## src/rtl/signed_distance_between_poses_macros.svh

```systemverilog
// Assertion macros shared by the signed distance block.
`ifndef SIGNED_DISTANCE_BETWEEN_POSES_MACROS_SVH
`define SIGNED_DISTANCE_BETWEEN_POSES_MACROS_SVH

// Same-cycle implication, checked outside reset.
`define SDBP_ASSERT_IMP(label, cond, prop) \
   label: assert property (@(posedge clock) disable iff (reset) (cond) |-> (prop)) \
      else $error("sdbp check failed");

// Next-cycle implication, checked outside reset.
`define SDBP_ASSERT_NXT(label, cond, prop) \
   label: assert property (@(posedge clock) disable iff (reset) (cond) |=> (prop)) \
      else $error("sdbp check failed");

`endif

```

## src/rtl/sdbp_pkg.sv

```systemverilog
// Types and constants of the signed distance block.
package sdbp_pkg;

   localparam int MAX_STEPS = 24;
   localparam int VEC_W     = 32;
   localparam int ANG_W     = 33;
   localparam int ATAN_W    = 30;
   localparam int OUT_W     = 18;

   // 1/K of the CORDIC rotation in Q30
   localparam logic signed [30:0] INV_GAIN_Q30 = 31'sd652032874;

   // Vector in Q12 and angle accumulator (2^31 stands for pi)
   typedef struct packed {
      logic signed [VEC_W-1:0] x;
      logic signed [VEC_W-1:0] y;
      logic signed [ANG_W-1:0] z;
   } vec_type;

   // atan(2^-i) in accumulator units
   function automatic logic [ATAN_W-1:0] atan_angle(input int i);
      logic [ATAN_W-1:0] a;
      begin
         case (i)
            0:       a = 30'h20000000;
            1:       a = 30'h12E4051E;
            2:       a = 30'h09FB385B;
            3:       a = 30'h051111D4;
            4:       a = 30'h028B0D43;
            5:       a = 30'h0145D7E1;
            6:       a = 30'h00A2F61E;
            7:       a = 30'h00517C55;
            8:       a = 30'h0028BE53;
            9:       a = 30'h00145F2F;
            10:      a = 30'h000A2F98;
            11:      a = 30'h000517CC;
            12:      a = 30'h00028BE6;
            13:      a = 30'h000145F3;
            14:      a = 30'h0000A2F9;
            15:      a = 30'h0000517C;
            16:      a = 30'h000028BE;
            17:      a = 30'h0000145F;
            18:      a = 30'h00000A2F;
            19:      a = 30'h00000517;
            20:      a = 30'h0000028B;
            21:      a = 30'h00000145;
            22:      a = 30'h000000A2;
            23:      a = 30'h00000051;
            default: a = '0;
         endcase
         return a;
      end
   endfunction

endpackage

```

## src/rtl/sdbp_cell.sv

```systemverilog
// One CORDIC rotation step with a fixed shift.
module sdbp_cell #(
   parameter int SHIFT = 0
) (
   input  logic                  clock,
   input  logic                  reset,
   input  logic                  in_valid,
   input  sdbp_pkg::vec_type     in_vec,
   output logic                  in_take,
   output logic                  out_valid,
   output sdbp_pkg::vec_type     out_vec,
   input  logic                  out_take
);

   localparam logic [sdbp_pkg::ATAN_W-1:0] ATAN = sdbp_pkg::atan_angle(SHIFT);

   logic                                valid_ff, valid_in;
   sdbp_pkg::vec_type                   vec_ff, vec_in;
   logic signed [sdbp_pkg::VEC_W-1:0]   xs, ys;
   logic signed [sdbp_pkg::ANG_W-1:0]   step_ang;
   logic                                ccw;

   assign in_take = !valid_ff || out_take;

   always_comb begin
      xs       = $signed(in_vec.x) >>> SHIFT;
      ys       = $signed(in_vec.y) >>> SHIFT;
      step_ang = $signed({{(sdbp_pkg::ANG_W-sdbp_pkg::ATAN_W){1'b0}}, ATAN});
      ccw      = !in_vec.z[sdbp_pkg::ANG_W-1];
      vec_in.x = ccw ? $signed(in_vec.x) + ys : $signed(in_vec.x) - ys;
      vec_in.y = ccw ? $signed(in_vec.y) - xs : $signed(in_vec.y) + xs;
      vec_in.z = ccw ? $signed(in_vec.z) - step_ang : $signed(in_vec.z) + step_ang;
      valid_in = in_take ? in_valid : valid_ff;
   end

   always_ff @(posedge clock) begin
      if (reset) begin
         valid_ff <= 1'b0;
      end else begin
         valid_ff <= valid_in;
      end
   end

   always_ff @(posedge clock) begin
      if (in_take) begin
         vec_ff <= vec_in;
      end
   end

   assign out_valid = valid_ff;
   assign out_vec   = vec_ff;

endmodule

```

## config.mk

```make
export PLATFORM = sky130hd
export DESIGN_NAME = sdbp_cell
export DESIGN_NICKNAME = d
export VERILOG_FILES = /design/src/rtl/signed_distance_between_poses_macros.svh /design/src/rtl/sdbp_pkg.sv /design/src/rtl/sdbp_cell.sv
export SDC_FILE = /design/constraint.sdc
export NUM_CORES = 1
export LEC_CHECK = 0
export BUFFER_PORTS_ARGS = -buffer_cell sky130_fd_sc_hd__buf_4
export CELL_PAD_IN_SITES_DETAIL_PLACEMENT = 0
export CELL_PAD_IN_SITES_GLOBAL_PLACEMENT = 1
export CORE_UTILIZATION = 45
export DETAILED_ROUTE_END_ITERATION = 8
export GPL_ROUTABILITY_DRIVEN = 0
export PLACE_DENSITY = 0.94
export SLEW_MARGIN = 10
export SYNTH_ARGS = -nofsm -noshare
export SYNTH_HDL_FRONTEND = slang
export SYNTH_SLANG_ARGS = --single-unit
```

## constraint.sdc

```tcl
create_clock -name clock -period 8.1 [get_ports clock]
set_input_delay 1.215 -clock clock [delete_from_list [all_inputs] [get_ports clock]]
set_output_delay 1.215 -clock clock [all_outputs]
set_load 0.005 [all_outputs]
```

# [Yosys cells after proc, flatten, opt, wreduce, memory -nomap -nowiden]
# Cells that the tools add are included.
[word_totals] out_inout_bits=99 ff_bits=98 wordCells=14 input_bits=101
[classes] n_mux=3 add_sub_neg=5 n_reduce_logical=2
[op_table] op="$mux 32" n=2
[op_table] op="$sub 32x32->32" n=2
[op_table] op="$add 33x31->33 const B" n=1
[op_table] op="$mux 33" n=1
[op_table] op="$sub 33x31->33 const B" n=1
[op_table] op="$add 32x32->32" n=1
[op_table] op="$logic_not 1->1" n=1
[op_table] op="$logic_or 1x1->1" n=1

# [Longest topological paths before layout]
[logic_depth] word_depth=2 ltp_mapped=13 depth_no_buf=12

# [Worst setup path before layout]
# Ideal clock, no wire load.
[synth_timing] path_kind="input to output" from="input out_take" to="output in_take" required_ns=6.885 path_stages=1 slack_ns=3.286 arrival_time_ns=3.599 n_path_buf=0 path_cell_list="nand2b_1"
[synth_between] elab_chain_len=1
[synth_lines] item="from (decl)" line_no="sdbp_cell.sv:12" text="input logic out_take"
[synth_lines] item="$logic_or 1x1->1" line_no="sdbp_cell.sv:23" text="assign in_take = !valid_ff || out_take;"
[synth_lines] item="to (decl)" line_no="sdbp_cell.sv:9" text="output logic in_take,"
# Every way passes these cells.

==> key figures <==
Worst setup path
  • Maximum fanout count along the critical path: 3
  • Critical setup path kind: in2reg
  • Family with the most delay on the worst path: compound AO/OA/AOI/OAI gates
  • Register-to-register setup slack: roughly 6.2 ns
  • Required time of the critical path: 8.20 ns
  • Slowest CP cell: sky130_fd_sc_hd__a2111oi_2
  • Sequence of cells on the critical path: buf_4, inv_1, ha_1, fa_1, and2b_1, nand3_1, a2111oi_2, nor3_1, o41ai_2, a211oi_1, o221ai_2, o311ai_2, xnor2_1
  • End of the worst register-to-register path: out_vec[10]$_DFFE_PP_
  • Buffer and inverter count on the worst path: 2
  • Endpoint type of the worst setup path: flip-flop
  • Crit path largest cell delay: 0.59 ns
  • R2R cell count: 2
  • Type of element launching the critical path: input port
  • Arrival time worst endpoint: about 4.5 ns
  • Startpoint of the worst-slack reg-to-reg timing path: out_valid$_SDFFE_PP0P_

Synthesis
  • Warning count from the yosys run: 0
  • Synth top cells by count: sky130_fd_sc_hd__a21oi_1 (115), sky130_fd_sc_hd__edfxtp_1 (96), sky130_fd_sc_hd__ha_1 (96)
  • Number of flops mapped to enable cells by yosys: 96
  • Fraction of the yosys area taken by sequential cells: 34.7%
  • Biggest area consumer among synthesized cells: sky130_fd_sc_hd__edfxtp_1
  • Post-synth ARST share: 0%
  • Portion of synthesized cell area occupied by the leading cell type: between 30 and 40%
  • Mapped cell area: 8360 um2
  • Instance count of the mapped netlist: 924
  • Syn_nets: 1125
  • Synthesized area divided by synthesized cell count: 9.05 um2
  • Register bit count reported by yosys: a little under 100
  • Top-count cell post-synth: sky130_fd_sc_hd__a21oi_1
  • Count of unique library cells instantiated by Yosys: 70
  • Prevailing post-synth register cell: sky130_fd_sc_hd__edfxtp_1
  • Top area cells in the synthesized netlist: sky130_fd_sc_hd__edfxtp_1 (34%), sky130_fd_sc_hd__ha_1 (14%), sky130_fd_sc_hd__a21oi_1 (6.9%), sky130_fd_sc_hd__xnor2_1 (6.1%), sky130_fd_sc_hd__inv_1 (3.9%)

Final layout
  • Net total in the final layout: 1296
  • Number of filler instances in the final layout: 1627
  • Count of inserted antenna diode cells: 0
  • Area of combinational cells with multiple inputs: 4920 um2
  • Fraction of final layout cells with drive strength greater than 1: roughly 22%
  • Sequential cell area: 2900 um2
  • Area growth syn-to-layout: 23.0%
  • Count of placed standard cells in the final layout, fillers left out: approximately 1300
  • Post-route design area: between 10000 and 15000 um2

Placement
  • Count of placed standard cells including taps: 1313
  • Number of buffer cells added on primary ports: 199
  • Dpl cell area: 9980 um2
  • Detailed placer's ending HPWL: ~19 mm

Clock tree
  • Cts hold-fix bufs: 0
  • Deepest clock path buffer count: 2
  • Total CTS buffers: 9
  • Buffer type at the clock tree root: sky130_fd_sc_hd__clkbuf_16
  • Clock tree from TritonCTS: done
  • Clock-pin slew of the registers on the worst-case setup and hold paths: about 0.070 ns
  • Resized cells post-CTS: 0
  • Deepest level of the CTS H-tree: 3
  • Post-CTS setup buffers: 0
  • Latest clock arrival within the worst-skew pair: between 0.3 and 0.4 ns
  • Clock sink count: just under 100

Global route
  • Met2 capacity usage during global routing: between 40% and 50%
  • Number of antenna violations at the first check in global routing: 0
  • Total congestion overflow: 0
  • Fraction of met3 tracks used by global routing: 4.26%
  • Most used routing layer: met2
  • Pin count of the biggest net entering global routing: 95
  • First-pass GRT wire length: 37.9 mm
  • Via count of the first global-routing pass: 7198
  • Gr usage total: 25.0%
  • Grt met1 use: 33.8%

Run
  • Max-cap violations: 0

Detailed routing
  • Total via count in the routed design: 7676
  • Violation count after the first detailed-routing iteration: 716
  • Final Routed Wirelength: 24.6 mm
  • Wire length per cell: 18.5 um
  • Routed via count divided by cell count: 5.78
  • Remaining number of nets flagged by the antenna check after routing: 0
  • First-pass detailed-route iteration total: 7
  • DR DRC count: between 40 and 50

Pwr
  • Proportion of power drawn by flip-flops and latches: 38.5%
  • Combinational share of power: between 30% and 40%
  • Leakage component of the power: between 4 and 5 nW
  • Cell internal pwr: 1.20 mW
  • PD cells: 174 nW/um2
  • Clock network fraction of design power: 25.2%
  • Switching share of total power: 33.1%
  • Net switching power figure: 0.594 mW
  • VDD IR max: ~0.093 mV

Status
  • Violations in the final reports: DRC
  • Outcome: finished, violations left

Hold path
  • Worst hold path endpoint: out_valid$_SDFFE_PP0P_
  • Critical hold path startpoint: out_valid$_SDFFE_PP0P_
  • Worst min path class: reg2reg
  • Number of stages on the worst hold path: 2

Floorplanning
  • Number of standard-cell rows in the floorplan: between 40 and 50
  • Top-level port count: 200
  • Initial Utilization: approximately 46%
  • Core outline area: about 18000 um2
  • Vertical extent of the die: 138 um
  • Die Area: 19100 um2
  • Horizontal extent of the die: 138 um

Timing
  • Max Freq: 227 MHz
  • Setup skew after layout: between 0.01 and 0.015 ns
  • Slew of the pin with the lowest slew margin: 1.03 ns
  • Slew margin rel.: 30.7%
  • Final critical-path share of the clock period: 54.4%
  • Post-layout min period: approximately 4.4 ns
  • Setup TNS: 0 ns
  • Endpoints failing hold: 0
  • Final slew viol count: 0
  • Unrepaired setup endpoints after global routing: false
  • Total of endpoints with negative setup slack in the final report: 0
-- cells by family (layout without fill, tap and decap cells) --
group                      Yosys count  after routing  synth area share, %
AOI/OAI and AO/OA                  290            290                 22.4
adders and majority gates          100            100                 15.3
and+or+nand+nor                    222            222                 12.8
xor gates and xnor gates            62             62                 6.50
buffers and inverters              138            314                 6.47
DFF                                 97             97                 34.7
muxes                               15             15                 1.80
-- power by group through the flow --
stage | sequential [mW] | clock [mW] | combinational [mW]
6_report | 0.690 | 0.452 | 0.651
5_1_grt | 0.699 | 0.480 | 0.699
4_1_cts | 0.692 | 0.461 | 0.642
3_5_place_dp | 0.703 | 0 | 0.638
3_3_place_gp | 0.702 | 0 | 0.631
2_1_floorplan | 0.709 | 0 | 0.343
-- state kept, by name, summed over array words and instances, names as in the netlist --
name / cells
out_valid: 1
out_vec: 96
-- stage by stage --
step / hold WS, ns / setup WS (ns) / total power [mW] / utilization (%)
floorplan: 1.28 / 3.29 / 1.05 / -
global placement: 0.919 / 3.48 / 1.33 / 55.2
detailed placement: 0.942 / 3.49 / 1.34 / 55.2
CTS: 0.949 / 3.83 / 1.80 / 56.9
global route: 1.01 / 3.71 / 1.88 / 56.9
finish: 0.923 / 3.70 / 1.79 / 56.9
-- area by class of cell --
class | instances | area share, %
multi-input cells | 689 | 47.9
flip-flops and latches | 97 | 28.2
repair buffers | 200 | 14.6
inverters | 98 | 3.58
well taps | 229 | 2.79
clock buffers | 10 | 2.23
clock inverters | 6 | 0.706
-- worst max-delay path by stage --
| stage | from | to | slack (ns) | cells after the start |
|---|---|---|---|---|
| after floorplan | out_take | in_take | 3.29 | 1 |
| after global placement | in_vec[33] | out_vec[63]$_DFFE_PP_ | 3.48 | 13 |
| after detailed placement | in_vec[33] | out_vec[63]$_DFFE_PP_ | 3.49 | 13 |
| after CTS | in_vec[33] | out_vec[63]$_DFFE_PP_ | 3.83 | 13 |
| after global routing | in_vec[33] | out_vec[63]$_DFFE_PP_ | 3.71 | 13 |
| final | in_vec[33] | out_vec[63]$_DFFE_PP_ | 3.70 | 13 |
-- per-layer routing --
layer,routed length [um],vias up
li1,-,3649
met1,10700,3605
met2,11100,382
met3,2150,40
met4,615,0
met5,0,-
-- worst register-to-register path, delay by kind of cell, from the launching register on --
family | cells | cell delay [ns]
buf+inv | 1 | 0.75
simple gates | 1 | 0.41
flops | 1 | 0.34
-- placed cells by master, fill, tap and decap left out, types with 11 or more instances in the layout --
master                     count
sky130_fd_sc_hd__o21bai_1     14
sky130_fd_sc_hd__o21ai_0      36
sky130_fd_sc_hd__o21ai_1      14
sky130_fd_sc_hd__o31ai_1      11
sky130_fd_sc_hd__nor3_1       19
sky130_fd_sc_hd__xnor2_1      58
sky130_fd_sc_hd__ha_1         96
sky130_fd_sc_hd__buf_4       200
sky130_fd_sc_hd__edfxtp_1     96
sky130_fd_sc_hd__inv_1        87
sky130_fd_sc_hd__nand2b_1     11
sky130_fd_sc_hd__a21oi_1     115
sky130_fd_sc_hd__mux2i_1      15
sky130_fd_sc_hd__a21o_1       16
sky130_fd_sc_hd__nand3_1      19
sky130_fd_sc_hd__nor2_1       67
sky130_fd_sc_hd__nand2_1      51
Power figures use the tool's default switching activity.
