<file path="src/rtl/signed_distance_between_poses_macros.svh">
// Assertion macros shared by the signed distance block.
`ifndef SIGNED_DISTANCE_BETWEEN_POSES_MACROS_SVH
`define SIGNED_DISTANCE_BETWEEN_POSES_MACROS_SVH

// Same-cycle implication, checked outside reset.
`define SDBP_ASSERT_IMP(label, cond, prop) \
   label: assert property (@(posedge clock) disable iff (reset) (cond) |-> (prop)) \
      else $error("sdbp check failed");

// Next-cycle implication, checked outside reset.
`define SDBP_ASSERT_NXT(label, cond, prop) \
   label: assert property (@(posedge clock) disable iff (reset) (cond) |=> (prop)) \
      else $error("sdbp check failed");

`endif

</file>
<file path="src/rtl/sdbp_pkg.sv">
// Types and constants of the signed distance block.
package sdbp_pkg;

   localparam int MAX_STEPS = 24;
   localparam int VEC_W     = 32;
   localparam int ANG_W     = 33;
   localparam int ATAN_W    = 30;
   localparam int OUT_W     = 18;

   // 1/K of the CORDIC rotation in Q30
   localparam logic signed [30:0] INV_GAIN_Q30 = 31'sd652032874;

   // Vector in Q12 and angle accumulator (2^31 stands for pi)
   typedef struct packed {
      logic signed [VEC_W-1:0] x;
      logic signed [VEC_W-1:0] y;
      logic signed [ANG_W-1:0] z;
   } vec_type;

   // atan(2^-i) in accumulator units
   function automatic logic [ATAN_W-1:0] atan_angle(input int i);
      logic [ATAN_W-1:0] a;
      begin
         case (i)
            0:       a = 30'h20000000;
            1:       a = 30'h12E4051E;
            2:       a = 30'h09FB385B;
            3:       a = 30'h051111D4;
            4:       a = 30'h028B0D43;
            5:       a = 30'h0145D7E1;
            6:       a = 30'h00A2F61E;
            7:       a = 30'h00517C55;
            8:       a = 30'h0028BE53;
            9:       a = 30'h00145F2F;
            10:      a = 30'h000A2F98;
            11:      a = 30'h000517CC;
            12:      a = 30'h00028BE6;
            13:      a = 30'h000145F3;
            14:      a = 30'h0000A2F9;
            15:      a = 30'h0000517C;
            16:      a = 30'h000028BE;
            17:      a = 30'h0000145F;
            18:      a = 30'h00000A2F;
            19:      a = 30'h00000517;
            20:      a = 30'h0000028B;
            21:      a = 30'h00000145;
            22:      a = 30'h000000A2;
            23:      a = 30'h00000051;
            default: a = '0;
         endcase
         return a;
      end
   endfunction

endpackage

</file>
<file path="src/rtl/sdbp_prep.sv">
// Front stage: displacement, mean heading and half-turn fold.
module sdbp_prep (
   input  logic                  clock,
   input  logic                  reset,
   input  logic                  in_valid,
   input  logic signed [15:0]    first_x,
   input  logic signed [15:0]    first_y,
   input  logic signed [15:0]    first_heading,
   input  logic signed [15:0]    second_x,
   input  logic signed [15:0]    second_y,
   input  logic signed [15:0]    second_heading,
   output logic                  in_take,
   output logic                  out_valid,
   output sdbp_pkg::vec_type     out_vec,
   input  logic                  out_take
);

   logic                  valid_ff, valid_in;
   sdbp_pkg::vec_type     vec_ff, vec_in;
   logic signed [16:0]    dx, dy, hsum;
   logic signed [15:0]    mean, mean_fold;
   logic                  fold;
   logic signed [31:0]    xq, yq;

   assign in_take = !valid_ff || out_take;

   always_comb begin
      dx        = {second_x[15], second_x} - {first_x[15], first_x};
      dy        = {second_y[15], second_y} - {first_y[15], first_y};
      hsum      = {first_heading[15], first_heading} + {second_heading[15], second_heading};
      mean      = hsum[16:1];
      fold      = (mean > 16'sd16384) || (mean < -16'sd16384);
      // a half turn is a flip of the sign bit in 16-bit angle units
      mean_fold = fold ? {~mean[15], mean[14:0]} : mean;
      xq        = {{3{dx[16]}}, dx, 12'b0};
      yq        = {{3{dy[16]}}, dy, 12'b0};
      vec_in.x  = fold ? -xq : xq;
      vec_in.y  = fold ? -yq : yq;
      vec_in.z  = {mean_fold[15], mean_fold, 16'b0};
      valid_in  = in_take ? in_valid : valid_ff;
   end

   always_ff @(posedge clock) begin
      if (reset) begin
         valid_ff <= 1'b0;
      end else begin
         valid_ff <= valid_in;
      end
   end

   always_ff @(posedge clock) begin
      if (in_take) begin
         vec_ff <= vec_in;
      end
   end

   assign out_valid = valid_ff;
   assign out_vec   = vec_ff;

endmodule

</file>
<file path="config.mk">
export PLATFORM = sky130hd
export DESIGN_NAME = sdbp_prep
export DESIGN_NICKNAME = d
export VERILOG_FILES = /design/src/rtl/signed_distance_between_poses_macros.svh /design/src/rtl/sdbp_pkg.sv /design/src/rtl/sdbp_prep.sv
export SDC_FILE = /design/constraint.sdc
export NUM_CORES = 1
export LEC_CHECK = 0
export ABC_AREA = 1
export BUFFER_PORTS_ARGS = -buffer_cell sky130_fd_sc_hd__clkbuf_2
export CAP_MARGIN = 30
export CORE_UTILIZATION = 54
export CTS_CLUSTER_SIZE = 16
export DETAILED_ROUTE_END_ITERATION = 8
export PLACE_DENSITY = 0.88
export SLEW_MARGIN = 0
export SYNTH_ARGS = -nofsm -noshare
export SYNTH_HDL_FRONTEND = slang
export SYNTH_SLANG_ARGS = --single-unit
</file>
<file path="constraint.sdc">
create_clock -name clock -period 2.55 [get_ports clock]
set_input_delay 0.255 -clock clock [delete_from_list [all_inputs] [get_ports clock]]
set_output_delay 0.255 -clock clock [all_outputs]
set_load 0.01 [all_outputs]
</file>
# == Yosys cells after proc, flatten, opt, wreduce, memory -nomap -nowiden ==
# Cells that the tools add are included.
# word_totals
reg_bits,81
latchBits,0
mem_bits_rw,0
rom_bits,0
word_cells,20
mem_count,0
# op_classes
add_sub_neg,5
n_mul,0
div_mod_pow,0
n_lt_le_gt_ge,2
n_eq_ne,0
shifts,0
n_mux,3
bitwise_logic,1
n_reduce_logical,3
# ops
op,count
$mux 32,2
$neg 29->32,2
$sub 16x16->17,2
$add 16x16->17,1
$gt 16x16->1 const B,1
$lt 16x15->1 const B,1
$mux 16,1
$logic_or 1x1->1,2
$logic_not 1->1,1
$not 1->1,1

# == Longest topological paths before layout ==
# Gate-level depths: netlist of run 1.
# logic_depth
word_depth,4
depth_mapped,20
ltp_nobuf,19

# == Least setup slack after synthesis of run 1 ==
# Ideal clock, no wire load.
# synth_timing
path_type,input-to-reg
start,input port second_y[0]
end,"register vec_ff, in the netlist out_vec[61], data pin"
t_arrival_ns,2.117
required_ns,2.294
path_slack_ns,0.177
path_stages,17
n_path_buf,0
cell_sequence,inv_1 > ha_1 > fa_1 > ha_1 > inv_1 > nor2_1 > nand3_1 > nor2_1 > nand2_1 > nor2_2 > nand2_1 > nor2_4 > nand2_1 > nand2_1 > nand2_1 > nand2_1 > nand2_1
# synth_rtl
element,line_no,text
"start, declared",sdbp_prep.sv:10,"input logic signed [15:0] second_y,"
"end signal, assigned",sdbp_prep.sv:53,vec_ff <= vec_in;
"end, declared",sdbp_prep.sv:19,"sdbp_pkg::vec_type vec_ff, vec_in;"

==> impl_metrics.env, run 1 <==
export IMPL_min_from="reset"
export IMPL_cts_sink_count=57
export IMPL_post_route_min_period_ns=2.342
export IMPL_min_path_type="in2reg"
export IMPL_critical_path_endpoint_type="flip-flop"
export IMPL_static_leakage_power_nw=4.924
export IMPL_number_of_global_route_vias_before_repair=6130
export IMPL_fp_coreArea_sq_mm=0.01211
export IMPL_grt_start_max_net_pins=48
export IMPL_core_rowCount=40
export IMPL_final_core_util=0.6704
export IMPL_reported_max_cap_violation_count=0
export IMPL_final_net_count=1448
export IMPL_cts_clk_slew_worst_paths_ns=0.05
export IMPL_total_power_mw=4.561
export IMPL_antenna_diode_count=0
export IMPL_startpoint_type="primary input"
export IMPL_cts_root_cell="sky130_fd_sc_hd__clkbuf_16"
export IMPL_place_congestion=0.9148
export IMPL_fraction_of_power_spent_switching_nets=0.3949
export IMPL_status="completed"
export IMPL_grt_overflow_total=0
export IMPL_area_overhead_vs_synth_pct=19.57
export IMPL_timing_setup_critical_path_class="in2reg"
export IMPL_cp_startpoint="second_x[0]"
export IMPL_timing_critical_path_required_ns=2.63
export IMPL_share_seq_of_total_power=0.321
export IMPL_vias_per_cell=4.867
export IMPL_net_switching_power_mw=1.801
export IMPL_number_of_detailed_routing_iterations_run_before_antenna_repair=4
export IMPL_postLayoutSetupSlackWorst_ns=0.2083
export IMPL_number_of_distinct_standard_cells_referenced_by_the_synthesized_netlist=32
export IMPL_dpl_cell_area_sq_mm=0.007810
export IMPL_r2r_start="out_valid"
export IMPL_internal_power_mw=2.760
export IMPL_max_freq_mhz=427.0
export IMPL_cts_inserted_buffers=9
export IMPL_crit_path_max_fanout=5
export IMPL_cp_data_arrival_time_ns=2.42
export IMPL_cellPowerDensity_mw_per_mm2=561.8
export IMPL_routed_wire_length_per_instance_um=11.10
export IMPL_die_h_um=114.1
export IMPL_rsz_0062_raised_after_global_routing="no"
export IMPL_antenna_violating_nets_post_route=0
export IMPL_io_buffers=158
export IMPL_drc_violations_left=0
export IMPL_detailed_place_hpwl_mm=13.64
export IMPL_drv_slew=0
export IMPL_layout_drive_gt1_share=0.1791
export IMPL_worstRegToRegCells=2
export IMPL_clockPowerShare=0.237
export IMPL_final_period_utilization=0.9183
export IMPL_final_design_area_no_fill_sq_mm=0.008119
export IMPL_fin_tns_setup_ns=0
export IMPL_timing_final_setup_violations=0
export IMPL_synth_area_sq_mm=0.006790
export IMPL_fin_worst_skew_ns=0.005053
export IMPL_synthesis_instances=1105
export IMPL_fillerInstances=1123
export IMPL_place_worst_setup_slack_ns=-0.1626
export IMPL_holdPathStages=2
export IMPL_synth_seq_area_share=0.2506
export IMPL_grt_first_pass_wirelength_mm=26.17
export IMPL_gr_usage_all_layers=0.2465
export IMPL_drt_wl_total_mm=16.31
export IMPL_clock_insertion_delay_worst_skew_ns=0.32
export IMPL_initial_core_util=0.5606
export IMPL_multiInputGateArea_sq_mm=0.004111
export IMPL_io_pins=199
export IMPL_cts_tree="done"
export IMPL_via_count=7150
export IMPL_cts_buffer_depth=2
export IMPL_post_place_cells=1451
export IMPL_register_area_sq_mm=0.001702
export IMPL_final_instance_count_excl_fill=1469
export IMPL_yosys_register_bits=57
export IMPL_die_area_sq_mm=0.01303
export IMPL_irDropWorstVdd_uv=370.0
export IMPL_synth_avg_cell_area_sq_um=6.145
export IMPL_grt_antenna_before_repair=0
export IMPL_ctsHtreeMaxLevel=3
export IMPL_fin_worst_hold_slack_ns=0.1093
export IMPL_die_width_um=114.1
export IMPL_hold_violations=0
export IMPL_power_combinational_fraction=0.442
export IMPL_count_of_routing_violations_after_the_opening_detailed_route_iteration=497
export IMPL_cts_hold_buffers_added=0
export IMPL_ys_warn_count=0
==> power by group through the flow <==
| stage | combinational, mW | sequential (mW) | clock, mW |
|---|---|---|---|
| 2_1_floorplan | 1.27 | 1.58 | 0 |
| 3_3_place_gp | 1.95 | 1.48 | 0 |
| 3_5_place_dp | 1.99 | 1.48 | 0 |
| 4_1_cts | 2.00 | 1.46 | 1.10 |
| 5_1_grt | 2.28 | 1.48 | 1.14 |
| 6_report | 2.02 | 1.46 | 1.08 |
==> flip-flops by register name, indices dropped and copies added (netlist names) <==
| signal | count |
|---|---|
| out_valid | 1 |
| out_vec | 56 |
==> area by class of cell <==
| class | count | share of cell area |
|---|---|---|
| multi-input cells | 834 | 0.5064 |
| flip-flops and latches | 57 | 0.2096 |
| repair buffers | 193 | 0.1318 |
| inverters | 201 | 0.09293 |
| clock buffers | 9 | 0.02774 |
| well taps | 168 | 0.02589 |
| clock inverters | 7 | 0.005702 |
==> logic make-up after synthesis <==
family / Yosys count / synth area share
other cells: 1 / 0.0005523
simple gates: 678 / 0.4196
xor+xnor: 23 / 0.02967
fa+ha+maj: 52 / 0.09913
compound gates: 41 / 0.03188
flops: 57 / 0.2506
buf+inv: 253 / 0.1686
==> what timing repair did <==
item                                    4_1_cts  5_1_grt
endpoints found under the setup margin        0       18
resized for setup                             0        7
endpoints found under the hold margin         0        0
buffers inserted                              0        2
==> layout by cell type (no fill, tap or decap), types with 18 or more instances in the layout <==
master and n:
sky130_fd_sc_hd__ha_1 49, sky130_fd_sc_hd__xor2_1 18, sky130_fd_sc_hd__a21oi_1 33, sky130_fd_sc_hd__nand2_1 430
sky130_fd_sc_hd__buf_4 33, sky130_fd_sc_hd__conb_1 40, sky130_fd_sc_hd__clkbuf_2 158, sky130_fd_sc_hd__edfxtp_1 56
sky130_fd_sc_hd__nor2_1 68, sky130_fd_sc_hd__inv_1 197, sky130_fd_sc_hd__nand3_1 122, sky130_fd_sc_hd__nand4_1 18
==> synth_stat cells, drive strengths merged <==
master,n,area (sq um)
buf,51,386.6
inv,201,754.5
xnor2,5,43.79
o21a,1,7.510
o31ai,1,7.510
a21oi,34,173.9
dfxtp,1,20.02
conb,1,3.750
nand4,18,112.6
ha,49,613.1
clkbuf,1,3.750
nand3,122,610.6
fa,3,60.06
edfxtp,56,1682
nand3b,9,67.56
nor3,6,30.03
nand2,440,1669
or2,3,18.77
a21o,1,7.510
o21ai,4,20.02
xor2,18,157.7
nor2,76,315.3
and2,4,25.02
==> final timing paths <==
path,to,slack [ns]
max,out_vec[93],0.21
min,out_valid,0.11
max reg2reg,out_vec[63],1.31
min reg2reg,out_valid,0.77
==> worst max-delay path, cell delays in order <==
cell	delay [ns]
sky130_fd_sc_hd__clkbuf_2	0.08
sky130_fd_sc_hd__inv_1	0.03
sky130_fd_sc_hd__ha_1	0.20
sky130_fd_sc_hd__fa_1	0.43
sky130_fd_sc_hd__inv_2	0.10
sky130_fd_sc_hd__nand2_1	0.05
sky130_fd_sc_hd__nand2_1	0.09
sky130_fd_sc_hd__nand3_1	0.09
sky130_fd_sc_hd__nand2_1	0.12
sky130_fd_sc_hd__nand2_1	0.06
sky130_fd_sc_hd__nand2_1	0.08
sky130_fd_sc_hd__nand2_1	0.07
sky130_fd_sc_hd__nor2_2	0.15
sky130_fd_sc_hd__nand2_1	0.12
sky130_fd_sc_hd__nor2_4	0.17
sky130_fd_sc_hd__nand2_1	0.08
sky130_fd_sc_hd__nand2_1	0.08
sky130_fd_sc_hd__nand2_1	0.05
sky130_fd_sc_hd__nand2_1	0.06
sky130_fd_sc_hd__nand2_1	0.05
==> metal layers <==
layer / routed length, um / up-vias / track usage / share of wire
li1: - / 3754 / - / -
met1: 7057 / 3149 / 0.3088 / 0.43
met2: 8098 / 234 / 0.4505 / 0.50
met3: 1049 / 13 / 0.03600 / 0.064
met4: 108 / 0 / 0.04762 / 0.0066
met5: 0 / - / 0 / 0
(Power assumes the default switching activity.)
==> inputs of run 2 (changes only) <==
--- a/config.mk
+++ b/config.mk
@@ -8,6 +8,7 @@
 export ABC_AREA = 1
 export BUFFER_PORTS_ARGS = -buffer_cell sky130_fd_sc_hd__clkbuf_2
 export CAP_MARGIN = 30
+export CORE_ASPECT_RATIO = 0.6
 export CORE_UTILIZATION = 54
 export CTS_CLUSTER_SIZE = 16
 export DETAILED_ROUTE_END_ITERATION = 8
==> impl_metrics.env, run 2 (synthesis gave the netlist of run 1 again) <==
export IMPL_detailed_place_hpwl_mm=14.19
export IMPL_cts_buffer_depth=2
export IMPL_cts_clk_slew_worst_paths_ns=0.05
export IMPL_static_leakage_power_nw=4.998
export IMPL_irDropWorstVdd_uv=423.5
export IMPL_die_width_um=146.8
export IMPL_r2r_end="out_vec[24]"
export IMPL_place_congestion=0.9558
export IMPL_timing_setup_critical_path_class="in2reg"
export IMPL_fin_tns_setup_ns=0
export IMPL_area_overhead_vs_synth_pct=21.54
export IMPL_antenna_diode_count=0
export IMPL_crit_path_max_fanout=5
export IMPL_count_of_buffering_cells_on_the_critical_path_with_inverters_included=4
export IMPL_cts_tree="done"
export IMPL_grt_antenna_before_repair=0
export IMPL_cpLargestDelayFamily="simple AND/OR/NAND/NOR gates"
export IMPL_min_path_type="in2reg"
export IMPL_cp_startpoint="second_x[0]"
export IMPL_cts_inserted_buffers=9
export IMPL_grt_first_pass_wirelength_mm=27.32
export IMPL_hold_violations=0
export IMPL_fin_worst_skew_ns=0.005950
export IMPL_number_of_flip_flops_in_the_largest_register=56
export IMPL_critical_path_endpoint_type="flip-flop"
export IMPL_ctsHtreeMaxLevel=3
export IMPL_drv_slew=0
export IMPL_max_freq_mhz=421.3
export IMPL_routed_wire_length_per_instance_um=11.66
export IMPL_final_net_count=1453
export IMPL_core_rowCount=31
export IMPL_min_from="reset"
export IMPL_cellPowerDensity_mw_per_mm2=584.8
export IMPL_drc_violations_left=0
export IMPL_place_worst_setup_slack_ns=-0.1783
export IMPL_fp_coreArea_sq_mm=0.01214
export IMPL_fin_worst_hold_slack_ns=0.08774
export IMPL_status="completed"
export IMPL_initial_core_util=0.5593
export IMPL_layout_drive_gt1_share=0.1845
export IMPL_cts_root_cell="sky130_fd_sc_hd__clkbuf_16"
export IMPL_post_route_min_period_ns=2.373
export IMPL_io_buffers=158
export IMPL_timing_critical_path_required_ns=2.62
export IMPL_layout_cells_most_common_list="sky130_fd_sc_hd__nand2_1 (430), sky130_fd_sc_hd__inv_1 (197), sky130_fd_sc_hd__clkbuf_2 (158)"
export IMPL_grt_overflow_total=0
export IMPL_die_area_sq_mm=0.01304
export IMPL_timing_critical_path_slowest_cell_delay_ns=0.42
export IMPL_cts_sink_count=57
export IMPL_postLayoutSetupSlackWorst_ns=0.1766
export IMPL_via_count=7266
export IMPL_startpoint_type="primary input"
export IMPL_timing_slew_headroom=0.4680
export IMPL_drt_wl_total_mm=17.15
export IMPL_worstHoldEndpoint="out_valid"
export IMPL_crit_path_cell_trace="clkbuf_2, inv_1, ha_1, fa_1, inv_2, nand2_1, nand2_1, nand3_1, nand2_2, nand2_1, nand2_1, nand2_1, nor2_2, nand2_2, nor2_4, nand2_1, nand2_1, inv_1, nand2_1, nand2_1"
export IMPL_cp_data_arrival_time_ns=2.45
export IMPL_number_of_global_route_vias_before_repair=6041
export IMPL_antenna_violating_nets_post_route=0
export IMPL_holdPathStages=2
export IMPL_mostFrequentLayoutCell="sky130_fd_sc_hd__nand2_1"
export IMPL_io_pins=199
export IMPL_worstRegToRegCells=2
export IMPL_timing_final_setup_violations=0
export IMPL_r2r_start="out_valid"
export IMPL_number_of_detailed_routing_iterations_run_before_antenna_repair=6
export IMPL_tightestPinTransition_ns=0.7951
export IMPL_count_of_routing_violations_after_the_opening_detailed_route_iteration=606
export IMPL_reported_max_cap_violation_count=0
export IMPL_final_period_utilization=0.9307
export IMPL_gr_usage_all_layers=0.2611
export IMPL_grt_start_max_net_pins=35
export IMPL_die_h_um=88.86
export IMPL_final_core_util=0.6798
export IMPL_vias_per_cell=4.939
export IMPL_cell_repeated_most_along_the_worst_path="sky130_fd_sc_hd__nand2_1"
export IMPL_crit_slowest_cell="sky130_fd_sc_hd__fa_1"
export IMPL_clock_insertion_delay_worst_skew_ns=0.32
export IMPL_rsz_0062_raised_after_global_routing="no"
export IMPL_reg2reg_slack_ns=1.03
[run 2: per-stage QoR]
step	std cells	power [mW]	area, sq um
4_1_cts	1470	4.815	8213
6_report	1471	4.827	8253
3_5_place_dp	1454	3.534	7901
5_1_grt	1471	5.158	8253
3_3_place_gp	1454	3.477	7901
2_1_floorplan	1144	2.848	6937
[run 2: report_power, final]
group	internal [mW]	total, mW	switching, mW
Clock	0.849	1.26	0.411
Combinational	0.793	2.10	1.31
Sequential	1.36	1.46	0.106
Total	3.00	4.83	1.83
[run 2: timing repair]
action,CTS,global route
setup buffers,0,1
resized for setup,0,9
hold buffers,0,0
setup endpoints to repair,0,11
[run 2: how the worst max path moves through the flow]
stage	slack, ns	depth (start not counted)	end
after global placement	-0.11	20	out_vec[93]
after global routing	0.005	20	out_vec[95]
after floorplan	0.18	17	out_vec[61]
after detailed placement	-0.18	20	out_vec[95]
after CTS	0.17	20	out_vec[95]
final	0.18	20	out_vec[95]
[run 2: area by class of cell]
type                       instances  area (sq um)
timing repair buffer             198          1154
multi-input combinational        834          4125
clock buffer                      10         229.0
inverter                         201         754.5
tap                              165         206.4
fill                            1069          3887
clock inverter                     6         82.58
sequential                        57          1702
[run 2: layer usage]
metal  up-vias  wire, um  global-route usage
met5         -         0                   0
met4         0       119             0.04640
met3        14      1357             0.05103
met2       327      7591              0.4240
met1      3164      8082              0.3658
li1       3761         -                   -
