--- src/rtl/signed_distance_between_poses_macros.svh ---
// Assertion macros shared by the signed distance block.
`ifndef SIGNED_DISTANCE_BETWEEN_POSES_MACROS_SVH
`define SIGNED_DISTANCE_BETWEEN_POSES_MACROS_SVH

// Same-cycle implication, checked outside reset.
`define SDBP_ASSERT_IMP(label, cond, prop) \
   label: assert property (@(posedge clock) disable iff (reset) (cond) |-> (prop)) \
      else $error("sdbp check failed");

// Next-cycle implication, checked outside reset.
`define SDBP_ASSERT_NXT(label, cond, prop) \
   label: assert property (@(posedge clock) disable iff (reset) (cond) |=> (prop)) \
      else $error("sdbp check failed");

`endif

--- src/rtl/sdbp_pkg.sv ---
// Types and constants of the signed distance block.
package sdbp_pkg;

   localparam int MAX_STEPS = 24;
   localparam int VEC_W     = 32;
   localparam int ANG_W     = 33;
   localparam int ATAN_W    = 30;
   localparam int OUT_W     = 18;

   // 1/K of the CORDIC rotation in Q30
   localparam logic signed [30:0] INV_GAIN_Q30 = 31'sd652032874;

   // Vector in Q12 and angle accumulator (2^31 stands for pi)
   typedef struct packed {
      logic signed [VEC_W-1:0] x;
      logic signed [VEC_W-1:0] y;
      logic signed [ANG_W-1:0] z;
   } vec_type;

   // atan(2^-i) in accumulator units
   function automatic logic [ATAN_W-1:0] atan_angle(input int i);
      logic [ATAN_W-1:0] a;
      begin
         case (i)
            0:       a = 30'h20000000;
            1:       a = 30'h12E4051E;
            2:       a = 30'h09FB385B;
            3:       a = 30'h051111D4;
            4:       a = 30'h028B0D43;
            5:       a = 30'h0145D7E1;
            6:       a = 30'h00A2F61E;
            7:       a = 30'h00517C55;
            8:       a = 30'h0028BE53;
            9:       a = 30'h00145F2F;
            10:      a = 30'h000A2F98;
            11:      a = 30'h000517CC;
            12:      a = 30'h00028BE6;
            13:      a = 30'h000145F3;
            14:      a = 30'h0000A2F9;
            15:      a = 30'h0000517C;
            16:      a = 30'h000028BE;
            17:      a = 30'h0000145F;
            18:      a = 30'h00000A2F;
            19:      a = 30'h00000517;
            20:      a = 30'h0000028B;
            21:      a = 30'h00000145;
            22:      a = 30'h000000A2;
            23:      a = 30'h00000051;
            default: a = '0;
         endcase
         return a;
      end
   endfunction

endpackage

--- src/rtl/sdbp_gain.sv ---
// Gain correction: constant multiply, then round and saturate.
module sdbp_gain (
   input  logic                                clock,
   input  logic                                reset,
   input  logic                                in_valid,
   input  logic signed [sdbp_pkg::VEC_W-1:0]   in_x,
   output logic                                in_take,
   output logic                                out_valid,
   output logic signed [sdbp_pkg::OUT_W-1:0]   out_value,
   input  logic                                out_stall
);

   localparam int PROD_W = 63;

   logic                                prod_valid_ff, prod_valid_in;
   logic signed [PROD_W-1:0]            prod_ff, prod_in;
   logic                                res_valid_ff, res_valid_in;
   logic signed [sdbp_pkg::OUT_W-1:0]   res_ff, res_in;
   logic                                res_take;
   logic signed [PROD_W-1:0]            rounded;
   logic signed [20:0]                  whole;

   assign res_take = !res_valid_ff || !out_stall;
   assign in_take  = !prod_valid_ff || res_take;

   always_comb begin
      prod_in = $signed({{(PROD_W-sdbp_pkg::VEC_W){in_x[sdbp_pkg::VEC_W-1]}}, in_x})
              * $signed({{(PROD_W-31){1'b0}}, sdbp_pkg::INV_GAIN_Q30});
      rounded = prod_ff + (63'sd1 <<< 41);
      whole   = rounded[62:42];
      if (whole > 21'sd131071) begin
         res_in = 18'sd131071;
      end else if (whole < -21'sd131072) begin
         res_in = -18'sd131072;
      end else begin
         res_in = whole[17:0];
      end
      prod_valid_in = in_take ? in_valid : prod_valid_ff;
      res_valid_in  = res_take ? prod_valid_ff : res_valid_ff;
   end

   always_ff @(posedge clock) begin
      if (reset) begin
         prod_valid_ff <= 1'b0;
         res_valid_ff  <= 1'b0;
      end else begin
         prod_valid_ff <= prod_valid_in;
         res_valid_ff  <= res_valid_in;
      end
   end

   always_ff @(posedge clock) begin
      if (in_take) begin
         prod_ff <= prod_in;
      end
      if (res_take) begin
         res_ff <= res_in;
      end
   end

   assign out_valid = res_valid_ff;
   assign out_value = res_ff;

endmodule

--- config.mk ---
export PLATFORM = sky130hd
export DESIGN_NAME = sdbp_gain
export DESIGN_NICKNAME = d
export VERILOG_FILES = /design/src/rtl/signed_distance_between_poses_macros.svh /design/src/rtl/sdbp_pkg.sv /design/src/rtl/sdbp_gain.sv
export SDC_FILE = /design/constraint.sdc
export NUM_CORES = 1
export LEC_CHECK = 0
export ABC_AREA = 1
export BUFFER_PORTS_ARGS = -buffer_cell sky130_fd_sc_hd__buf_2
export CAP_MARGIN = 20
export CORE_MARGIN = 1
export CORE_UTILIZATION = 55
export CTS_BUF_LIST = sky130_fd_sc_hd__clkbuf_16
export DETAILED_ROUTE_END_ITERATION = 10
export GPL_ROUTABILITY_DRIVEN = 0
export HOLD_SLACK_MARGIN = 0.06
export PLACE_DENSITY_LB_ADDON = 0.05
export SYNTH_ARGS = -nofsm -noshare
export SYNTH_HDL_FRONTEND = slang
export SYNTH_SLANG_ARGS = --single-unit
--- constraint.sdc ---
create_clock -name clock -period 21 [get_ports clock]
set_input_delay 6.3 -clock clock [delete_from_list [all_inputs] [get_ports clock]]
set_output_delay 6.3 -clock clock [all_outputs]
set_load 0.01 [all_outputs]
After elaboration in Yosys (flattened, before gate mapping)
Index checks and enable logic that the tools add are counted.
{ "totals": {"register_bits": 82, "latchBits": 0, "ram_bits": 0, "romBits": 0, "word_cells": 14, "n_memories": 0} }
{ "op_classes": {"addsub": 1, "n_mul": 1, "n_div": 0, "order_cmp": 2, "n_eq_ne": 0, "n_shift": 0, "n_mux": 1, "bitwise": 0, "reduce_logical": 5} }
{ "op_table": {"columns": ["cell", "n"], "rows": [
  ["adder 63 x 43 -> 63 bit (second input constant)", 1],
  ["multiplier 32 x 30 -> 62 bit (second input constant)", 1],
  ["> comparator 21 x 18 -> 1 bit (second input constant)", 1],
  ["less-than comparator 21 x 18 -> 1 bit (second input constant)", 1],
  ["2-to-1 mux 18 bit", 1],
  ["logical NOT 1 bit", 3],
  ["logical OR 1 bit", 2]
]} }

Logic depth before layout (Yosys ltp)
Gate-level depths: netlist of the first run.
{ "depth": {"ltp_word": 3, "ltp_mapped": 31, "ltp_nobuf": 30} }

Worst setup path after synthesis of the first run
OpenSTA, ideal clock, no wires.
{ "synth_timing": {"path_kind": "input to output", "startpoint": "input port out_stall", "endpoint": "output port in_take", "arrival_time_ns": 6.912, "required_time_ns": 14.700, "setup_slack_ns": 7.788, "stages": 1, "path_buffers": 0, "path_cell_list": "nand3_1"} }
{ "synth_between": {"elab_chain_len": 3} }
{ "synth_lines": {"columns": ["item", "line", "text"], "rows": [
  ["start, declared", "sdbp_gain.sv:10", "input logic out_stall"],
  ["logical NOT 1 bit", "sdbp_gain.sv:23", "assign res_take = !res_valid_ff || !out_stall;"],
  ["logical OR 1 bit", "sdbp_gain.sv:23", null],
  ["logical OR 1 bit", "sdbp_gain.sv:24", "assign in_take = !prod_valid_ff || res_take;"],
  ["end, declared", "sdbp_gain.sv:7", "output logic in_take,"]
]} }
No other way between the ends.

Final worst setup path of the first run
Ends and elaborated chain as after synthesis.

==> results of run 1 <==
-- stage by stage --
stage	util	hold WS (ps)	std cells	worst slack (ps)	area [sq um]
final	0.585	451	3374	7940	23900
after global routing	0.585	471	3374	7880	23900
after CTS	0.584	449	3372	7130	23800
after detailed placement	0.580	439	3364	7130	23700
after global placement	0.580	432	3364	7130	23700
after floorplan	-	425	2788	7790	22800
-- layout by cell type, fill, tap and decap left out, drive strengths merged, types with 4 or more instances in the layout --
| cell type | count |
|---|---|
| o21ai | 36 |
| xor2 | 90 |
| nor3 | 19 |
| nand3 | 58 |
| nand2 | 504 |
| o22ai | 4 |
| nand4 | 16 |
| a21oi | 94 |
| a21o | 7 |
| buf | 58 |
| fa | 422 |
| ha | 365 |
| clkbuf | 5 |
| edfxtp | 40 |
| inv | 929 |
| nor2 | 115 |
| nand3b | 8 |
| xnor2 | 24 |
| o21bai | 29 |
| nor4 | 4 |
-- how the worst max path moves through the flow --
stage / cells after the start / endpoint / start
5_1_grt: 25 / prod_ff[50] / in_x[31]
4_1_cts: 3 / in_take / out_stall
3_3_place_gp: 3 / in_take / out_stall
3_5_place_dp: 3 / in_take / out_stall
2_1_floorplan: 1 / in_take / out_stall
6_report: 3 / in_take / out_stall
-- sequential cells by signal, summed over array words and instances, names as in the netlist --
| signal | count |
|---|---|
| prod_valid_ff | 1 |
| prod_ff | 22 |
| out_value | 18 |
| out_valid | 1 |
-- area by class of cell --
| type | count | area (sq um) |
|---|---|---|
| well taps | 532 | 666 |
| clock inverters | 3 | 45.0 |
| inverters | 929 | 3490 |
| clock buffers | 5 | 125 |
| multi-input cells | 1805 | 18000 |
| flip-flops and latches | 42 | 1240 |
| fillers | 3836 | 17000 |
| repair buffers | 58 | 318 |
-- routing by layer --
layer | wire (microns) | part of all wire | global-route usage | vias up
met5 | 0 | 0 | 0 | -
met4 | 2290 | 0.035 | 0.0987 | 0
met3 | 4630 | 0.071 | 0.0429 | 122
met2 | 29900 | 0.46 | 0.549 | 635
met1 | 28700 | 0.44 | 0.449 | 8517
li1 | - | - | - | 8259
-- cell families after synthesis --
group,after synthesis,synth area share
DFF,42,0.0545
and+or+nand+nor,731,0.131
adders and majority gates,787,0.571
AOI/OAI and AO/OA,173,0.0433
xor gates and xnor gates,114,0.0438
buffers and inverters,941,0.156
-- critical path: stages --
cell,delay [ps]
buf_2,80
nand3_1,180
buf_2,200
==> results.txt, run 1 <==
Ys Warns = 0
Commonest cells post-synth = 929 x inv_1, 500 x nand2_1, 422 x fa_1
Clk Latency, worst-skew pair = 280 ps
Cts repair resizes = 0
Status = complete, no violations
Number of flops mapped to enable cells by yosys = 40
Hold EP = out_valid
Final slew viol count = 0
CTS tree = done
Max-slew headroom = 0.474
Detail Route Antenna Nets = 0
Slew @ Worst Pin = 781 ps
Fraction of layout cells with a size suffix above 1 = 0.0289
Hold Buf Count CTS = 0
Yosys reg bits = 42
GR Util All Layers = 0.330
Final Skew = 7.63 ps
RR Startpoint = prod_ff[41]
Sequential fraction of the synthesis area = 0.0545
Most common cell in the netlist = inv_1
Clk sink count = 42
Final Cycle Share = 0.622
WL/cell = 19.4 microns
CP Class = input port to output pin
Worst setup SP type = input port
Vias in the first global route = 18,600
Synth top area share = 0.371
Starting Density = 0.558
Synthesized cell area = 22,800 sq um
Worst r2r path cells = 6
Die Width = 206 microns
Syn nets = 3,611
CORE AREA = 40,800 sq um
Period minus WS final = 13,060 ps
Library cells used by synthesis = 36
CP arrival = 6760 ps
Maximum clock insertion buffer count = 2
Ranking of synthesized cells by area = fa_1 37%, ha_1 20%, inv_1 15%
CP Data Required Time = 14,700 ps
Max Cap Viol = 0
Depth of the CTS H-tree = 2
Reg-to-reg slack, setup = 18,960 ps
Reg2reg end = out_value[15]
Final Hold Fails = 0
Root buf cell = clkbuf_16
Drc violations = 0
Routed WL = 65,500 microns
Hold path depth = 2
RSZ-0062 raised after global routing = false
Row cnt = 74
Mean area per synthesized cell = 8.17 sq um
Final setup viols = 0
Max Fclk = 76.6 MHz
Drt pass-1 iters = 5
Setup_tns = 0 ps
Largest fanout on the critical path = 4
Diodes inserted = 0
Area delta synth->final = 4.77%
Largest net degree at the start of global routing = 45
GRT Residual Overflow = 0
Vias post-DR = 17,500
HPWL Detailed = 59,800 microns
Largest area contributor in the netlist = fa_1
First-pass GRT wire length = 103,000 microns
Initial antenna violation count = 0
Worst Hold Launch = prod_valid_ff
Top Ports = 56
Type of the tightest min-delay check = flop to flop
Main synth FF type = edfxtp_1
Total CTS buffers = 5
Post-CTS setup buffer count = 0
Vias per inst = 5.20
Initial drt markers = 1,221
Worst setup EP type = output pin
Die Ht = 206 microns
Die Area = 42,200 sq um
Gate Count Post-Synth = 2,788
Final #Nets = 3,664
Clk slew on worst S/H paths = 60 ps
Synth async-reset ratio = 0
Port Buffers = 55
Power of run 1 is left out: the tool's default activity adds up to more than one toggle a clock period on the data nets, which glitch-free logic cannot reach.
==> inputs of run 2 (changes only) <==
--- a/config.mk
+++ b/config.mk
@@ -5,7 +5,7 @@
 export SDC_FILE = /design/constraint.sdc
 export NUM_CORES = 1
 export LEC_CHECK = 0
-export ABC_AREA = 1
+export ABC_AREA = 0
 export BUFFER_PORTS_ARGS = -buffer_cell sky130_fd_sc_hd__buf_2
 export CAP_MARGIN = 20
 export CORE_MARGIN = 1
==> constraint.sdc (replaced) <==
create_clock -name clock -period 11.7 [get_ports clock]
set_input_delay 3.51 -clock clock [delete_from_list [all_inputs] [get_ports clock]]
set_output_delay 3.51 -clock clock [all_outputs]
set_load 0.01 [all_outputs]
==> results.txt, run 2 <==
Hold EP = out_valid
Cts repair resizes = 0
CP Data Required Time = 11,790 ps
CP arrival = 10,780 ps
CP top delay family = adder cells
WL/cell = 21.5 microns
Drc violations = 16
Largest area contributor in the netlist = fa_1
Largest net degree at the start of global routing = 44
Detail Route Antenna Nets = 0
Worst path depth = 24
Most common cell in the netlist = inv_1
GRT Residual Overflow = 0
Die Area = 37,100 sq um
Max FFs per register = 22
Worst setup EP type = flop
Fraction of layout cells with a size suffix above 1 = 0.0346
Reg2reg end = out_value[2]
Clk sink count = 42
Clk slew on worst S/H paths = 50 ps
Type of the tightest min-delay check = flop to flop
Initial antenna violation count = 2
First-pass GRT wire length = 82,300 microns
Vias per inst = 5.33
Main synth FF type = edfxtp_1
Largest fanout on the critical path = 10
Crit-path most repeated cell = fa_1
Max Cap Viol = 0
Failing checks = design-rule violations
Max-slew headroom = 0.415
Top reg by flops = prod_ff
Mean area per synthesized cell = 9.99 sq um
Synthesized cell area = 20,000 sq um
Filler instances = 3,195
Synth top area share = 0.423
Starting Density = 0.561
Status = finished with violations
Number of flops mapped to enable cells by yosys = 40
Post-CTS setup buffer count = 0
Commonest non-fill, non-tap cell in the layout = inv_1
Library cells used by synthesis = 48
Routed WL = 54,200 microns
Synth async-reset ratio = 0
Total CTS buffers = 5
Final Cycle Share = 0.914
CP bufs+invs = 4
RSZ-0062 raised after global routing = false
CTS tree = done
Root buf cell = clkbuf_16
Vias post-DR = 13,400
Max Fclk = 93.6 MHz
Worst Hold Launch = prod_valid_ff
Gate Count Post-Synth = 2,002
Final Skew = 1.86 ps
Die Width = 193 microns
Reg-to-reg slack, setup = 8900 ps
Slew @ Worst Pin = 872 ps
Setup_tns = 0 ps
Syn nets = 2,825
CORE AREA = 35,700 sq um
Row cnt = 69
CP max stage cell = ha_1
Sequential fraction of the synthesis area = 0.0621
Ranking of synthesized cells by area = fa_1 42%, ha_1 23%, inv_1 13%
Critical-path cell list = buf_2, ha_1, xor2_1, ha_1, a21oi_1, fa_1, inv_1, fa_1, fa_1, fa_1, fa_1, inv_1, fa_1, inv_1, ha_1, a21oi_1, o211ai_1, a221oi_1, o21ai_0, o2bb2ai_1, a311o_1, o311a_1, or4_1, o311ai_1
Depth of the CTS H-tree = 2
Hold Buf Count CTS = 0
HPWL Detailed = 49,900 microns
RR Startpoint = prod_ff[42]
Worst setup SP type = input port
Final setup viols = 0
Die Ht = 193 microns
CP Class = input port to flop
Hold path depth = 2
Maximum clock insertion buffer count = 2
Drt pass-1 iters = 8
Most frequent cells in the layout = 667 x inv_1, 422 x fa_1, 365 x ha_1
Area delta synth->final = 4.84%
Initial drt markers = 843
Worst r2r path cells = 9
CP max stage delay = 590 ps
Ys Warns = 0
Final Hold Fails = 0
GR Util All Layers = 0.308
Vias in the first global route = 14,000
Clk Latency, worst-skew pair = 280 ps
Top Ports = 56
Period minus WS final = 10,690 ps
Port Buffers = 55
Yosys reg bits = 42
Final #Nets = 2,877
Final slew viol count = 0
Commonest cells post-synth = 666 x inv_1, 422 x fa_1, 365 x ha_1
[run 2: changes by cell type after synthesis, sizes merged, moves of 19 or more]
cell | before | now
a21o | 7 | 34
inv | 929 | 666
nand2 | 504 | 42
nand3 | 58 | 21
nor2 | 115 | 27
o21ai | 36 | 55
o21bai | 29 | 2
xnor2 | 24 | 48
[run 2: logic make-up after synthesis]
group | count (synthesis) | synth area share
compound gates | 211 | 0.0634
xor+xnor | 135 | 0.0591
fa+ha+maj | 787 | 0.651
buf+inv | 679 | 0.127
flops | 42 | 0.0621
mux | 1 | 0.000501
simple gates | 147 | 0.0364
[run 2: worst max-delay path by stage]
stage	slack, ps	to	from
after floorplan	1750	prod_ff[53]	in_x[13]
after global placement	830	prod_ff[53]	in_x[30]
after detailed placement	790	prod_ff[53]	in_x[12]
after CTS	1060	prod_ff[53]	in_x[12]
after global routing	710	prod_ff[53]	in_x[14]
final	1010	prod_ff[53]	in_x[14]
[run 2: through the flow]
stage / hold WS [ps] / utilization / cells / setup slack, ps / area [sq um]
CTS: 496 / 0.587 / 2514 / 1060 / 20900
finish: 491 / 0.588 / 2516 / 1010 / 21000
floorplan: 438 / - / 2002 / 1750 / 20000
global route: 517 / 0.588 / 2515 / 713 / 21000
detailed placement: 481 / 0.584 / 2507 / 786 / 20800
global placement: 450 / 0.584 / 2507 / 834 / 20800
[run 2: worst reg2reg max path, stage by stage, from the launching register on]
cell,delay (ps)
edfxtp_1,390
ha_1,220
and3_1,280
nand2_1,170
nor3_1,210
xor2_1,130
nor3_1,180
nor2_1,60
o21ai_1,630
o21ai_0,220
[run 2: final cells by class]
cell class              count  area, sq um  share of cell area
clock inverters             2         7.51            0.000358
clock buffers               5          125             0.00597
repair buffers             58          305              0.0146
inverters                 666         2500               0.119
multi-input cells        1281        16200               0.773
flip-flops and latches     42         1240              0.0592
well taps                 461          577              0.0275
diodes                      1         2.50            0.000119
[run 2: layer usage]
layer  track usage  share of wire  vias up
met5             0        0.00022        -
met4        0.0612          0.021        2
met3        0.0502          0.070       63
met2         0.476           0.45      410
met1         0.457           0.46     6759
li1              -              -     6170
Power of run 2 is left out for the same reason.
==> inputs of run 3 (changes only) <==
==> constraint.sdc (replaced) <==
create_clock -name clock -period 10.7 [get_ports clock]
set_input_delay 3.21 -clock clock [delete_from_list [all_inputs] [get_ports clock]]
set_output_delay 3.21 -clock clock [all_outputs]
set_load 0.01 [all_outputs]
==> results.txt, run 3 (same netlist as run 2, synthesis figures left out) <==
Status = finished with violations
Failing checks = design-rule violations
Period minus WS final = 10,460 ps
Root buf cell = clkbuf_16
CORE AREA = 35,700 sq um
Clk slew on worst S/H paths = 50 ps
Clk Latency, worst-skew pair = 280 ps
Critical-path cell list = buf_2, ha_1, xor2_1, ha_1, a21oi_1, fa_1, inv_1, fa_1, fa_1, fa_1, fa_1, inv_1, fa_1, inv_1, ha_1, a21oi_1, o211ai_1, a221oi_1, o21ai_0, o2bb2ai_1, a311o_1, o311a_1, or4_1, o311ai_1
Max Fclk = 95.6 MHz
HPWL Detailed = 51,400 microns
CP Data Required Time = 10,780 ps
Filler instances = 3,136
Depth of the CTS H-tree = 2
Worst setup SP type = input port
Commonest non-fill, non-tap cell in the layout = inv_1
Maximum clock insertion buffer count = 2
Final Hold Fails = 0
GR Util All Layers = 0.314
Detail Route Antenna Nets = 0
Row cnt = 69
Slew @ Worst Pin = 896 ps
RSZ-0062 raised after global routing = false
Routed WL = 55,200 microns
Worst setup EP type = flop
Top Ports = 56
CP top delay family = adder cells
Die Ht = 193 microns
Vias in the first global route = 14,200
Max-slew headroom = 0.398
Final Skew = 4.77 ps
WL/cell = 21.8 microns
Most frequent cells in the layout = 665 x inv_1, 422 x fa_1, 365 x ha_1
Vias post-DR = 13,500
Largest net degree at the start of global routing = 44
Port Buffers = 55
Type of the tightest min-delay check = flop to flop
Initial drt markers = 866
Drt pass-1 iters = 8
CTS tree = done
Vias per inst = 5.33
Final #Nets = 2,888
CP max stage delay = 540 ps
Diodes inserted = 0
Max FFs per register = 22
Die Area = 37,100 sq um
CP bufs+invs = 4
First-pass GRT wire length = 83,600 microns
CP arrival = 10,540 ps
Top reg by flops = prod_ff
GRT Residual Overflow = 0
Final setup viols = 0
Fraction of layout cells with a size suffix above 1 = 0.0407
Crit-path most repeated cell = fa_1
Total CTS buffers = 5
Area delta synth->final = 5.31%
Die Width = 193 microns
CP Class = input port to flop
Max Cap Viol = 0
Largest fanout on the critical path = 8
Drc violations = 8
CP max stage cell = fa_1
Final slew viol count = 0
Setup_tns = 0 ps
Initial antenna violation count = 0
Starting Density = 0.561
Clk sink count = 42
Final Cycle Share = 0.977
==> run 3: through the flow <==
stage | setup WS [ps] | instances | util | hold WS, ps | cell area (sq um)
2_1_floorplan | 1050 | 2002 | - | 438 | 20000
3_3_place_gp | 114 | 2518 | 0.586 | 453 | 20900
3_5_place_dp | 29.8 | 2518 | 0.586 | 464 | 20900
4_1_cts | 303 | 2526 | 0.590 | 478 | 21000
5_1_grt | 23.3 | 2527 | 0.590 | 517 | 21100
6_report | 245 | 2527 | 0.590 | 471 | 21100
==> run 3: metal layers <==
| metal | vias to the layer above | part of all wire | wire (microns) | GRT usage |
|---|---|---|---|---|
| met2 | 459 | 0.45 | 25000 | 0.489 |
| met5 | - | 0.0015 | 82 | 0.0179 |
| met3 | 101 | 0.078 | 4300 | 0.0671 |
| li1 | 6187 | - | - | - |
| met1 | 6731 | 0.44 | 24000 | 0.437 |
| met4 | 2 | 0.033 | 1800 | 0.0960 |
==> run 3: path summary, 6_finish.rpt <==
check / startpoint / endpoint / slack [ps] / cells past startpoint
min: prod_valid_ff / out_valid / 470 / 2
max: in_x[9] / prod_ff[53] / 240 / 24
max reg2reg: prod_ff[51] / out_value[10] / 7860 / 7
min reg2reg: prod_valid_ff / out_valid / 470 / 2
==> run 3: final cells by class <==
| type | count | area, sq um | area share |
|---|---|---|---|
| multi-input combinational | 1281 | 16200 | 0.770 |
| tap | 461 | 577 | 0.0274 |
| clock buffer | 5 | 125 | 0.00594 |
| inverter | 666 | 2500 | 0.119 |
| sequential | 42 | 1240 | 0.0590 |
| clock inverter | 3 | 11.3 | 0.000535 |
| timing repair buffer | 69 | 388 | 0.0184 |
==> run 3: timing repair <==
action	CTS	global route
resized for setup	0	2
endpoints found under the setup margin	0	2
hold buffers	0	0
buffers inserted	0	0
==> run 3: worst register-to-register path: cells and delay by family, from the launching register on <==
family             cells  cell delay, ps
AOI/OAI and AO/OA      2             970
DFF                    1             420
and+or+nand+nor        5            1130
Power of run 3 is left out for the same reason.
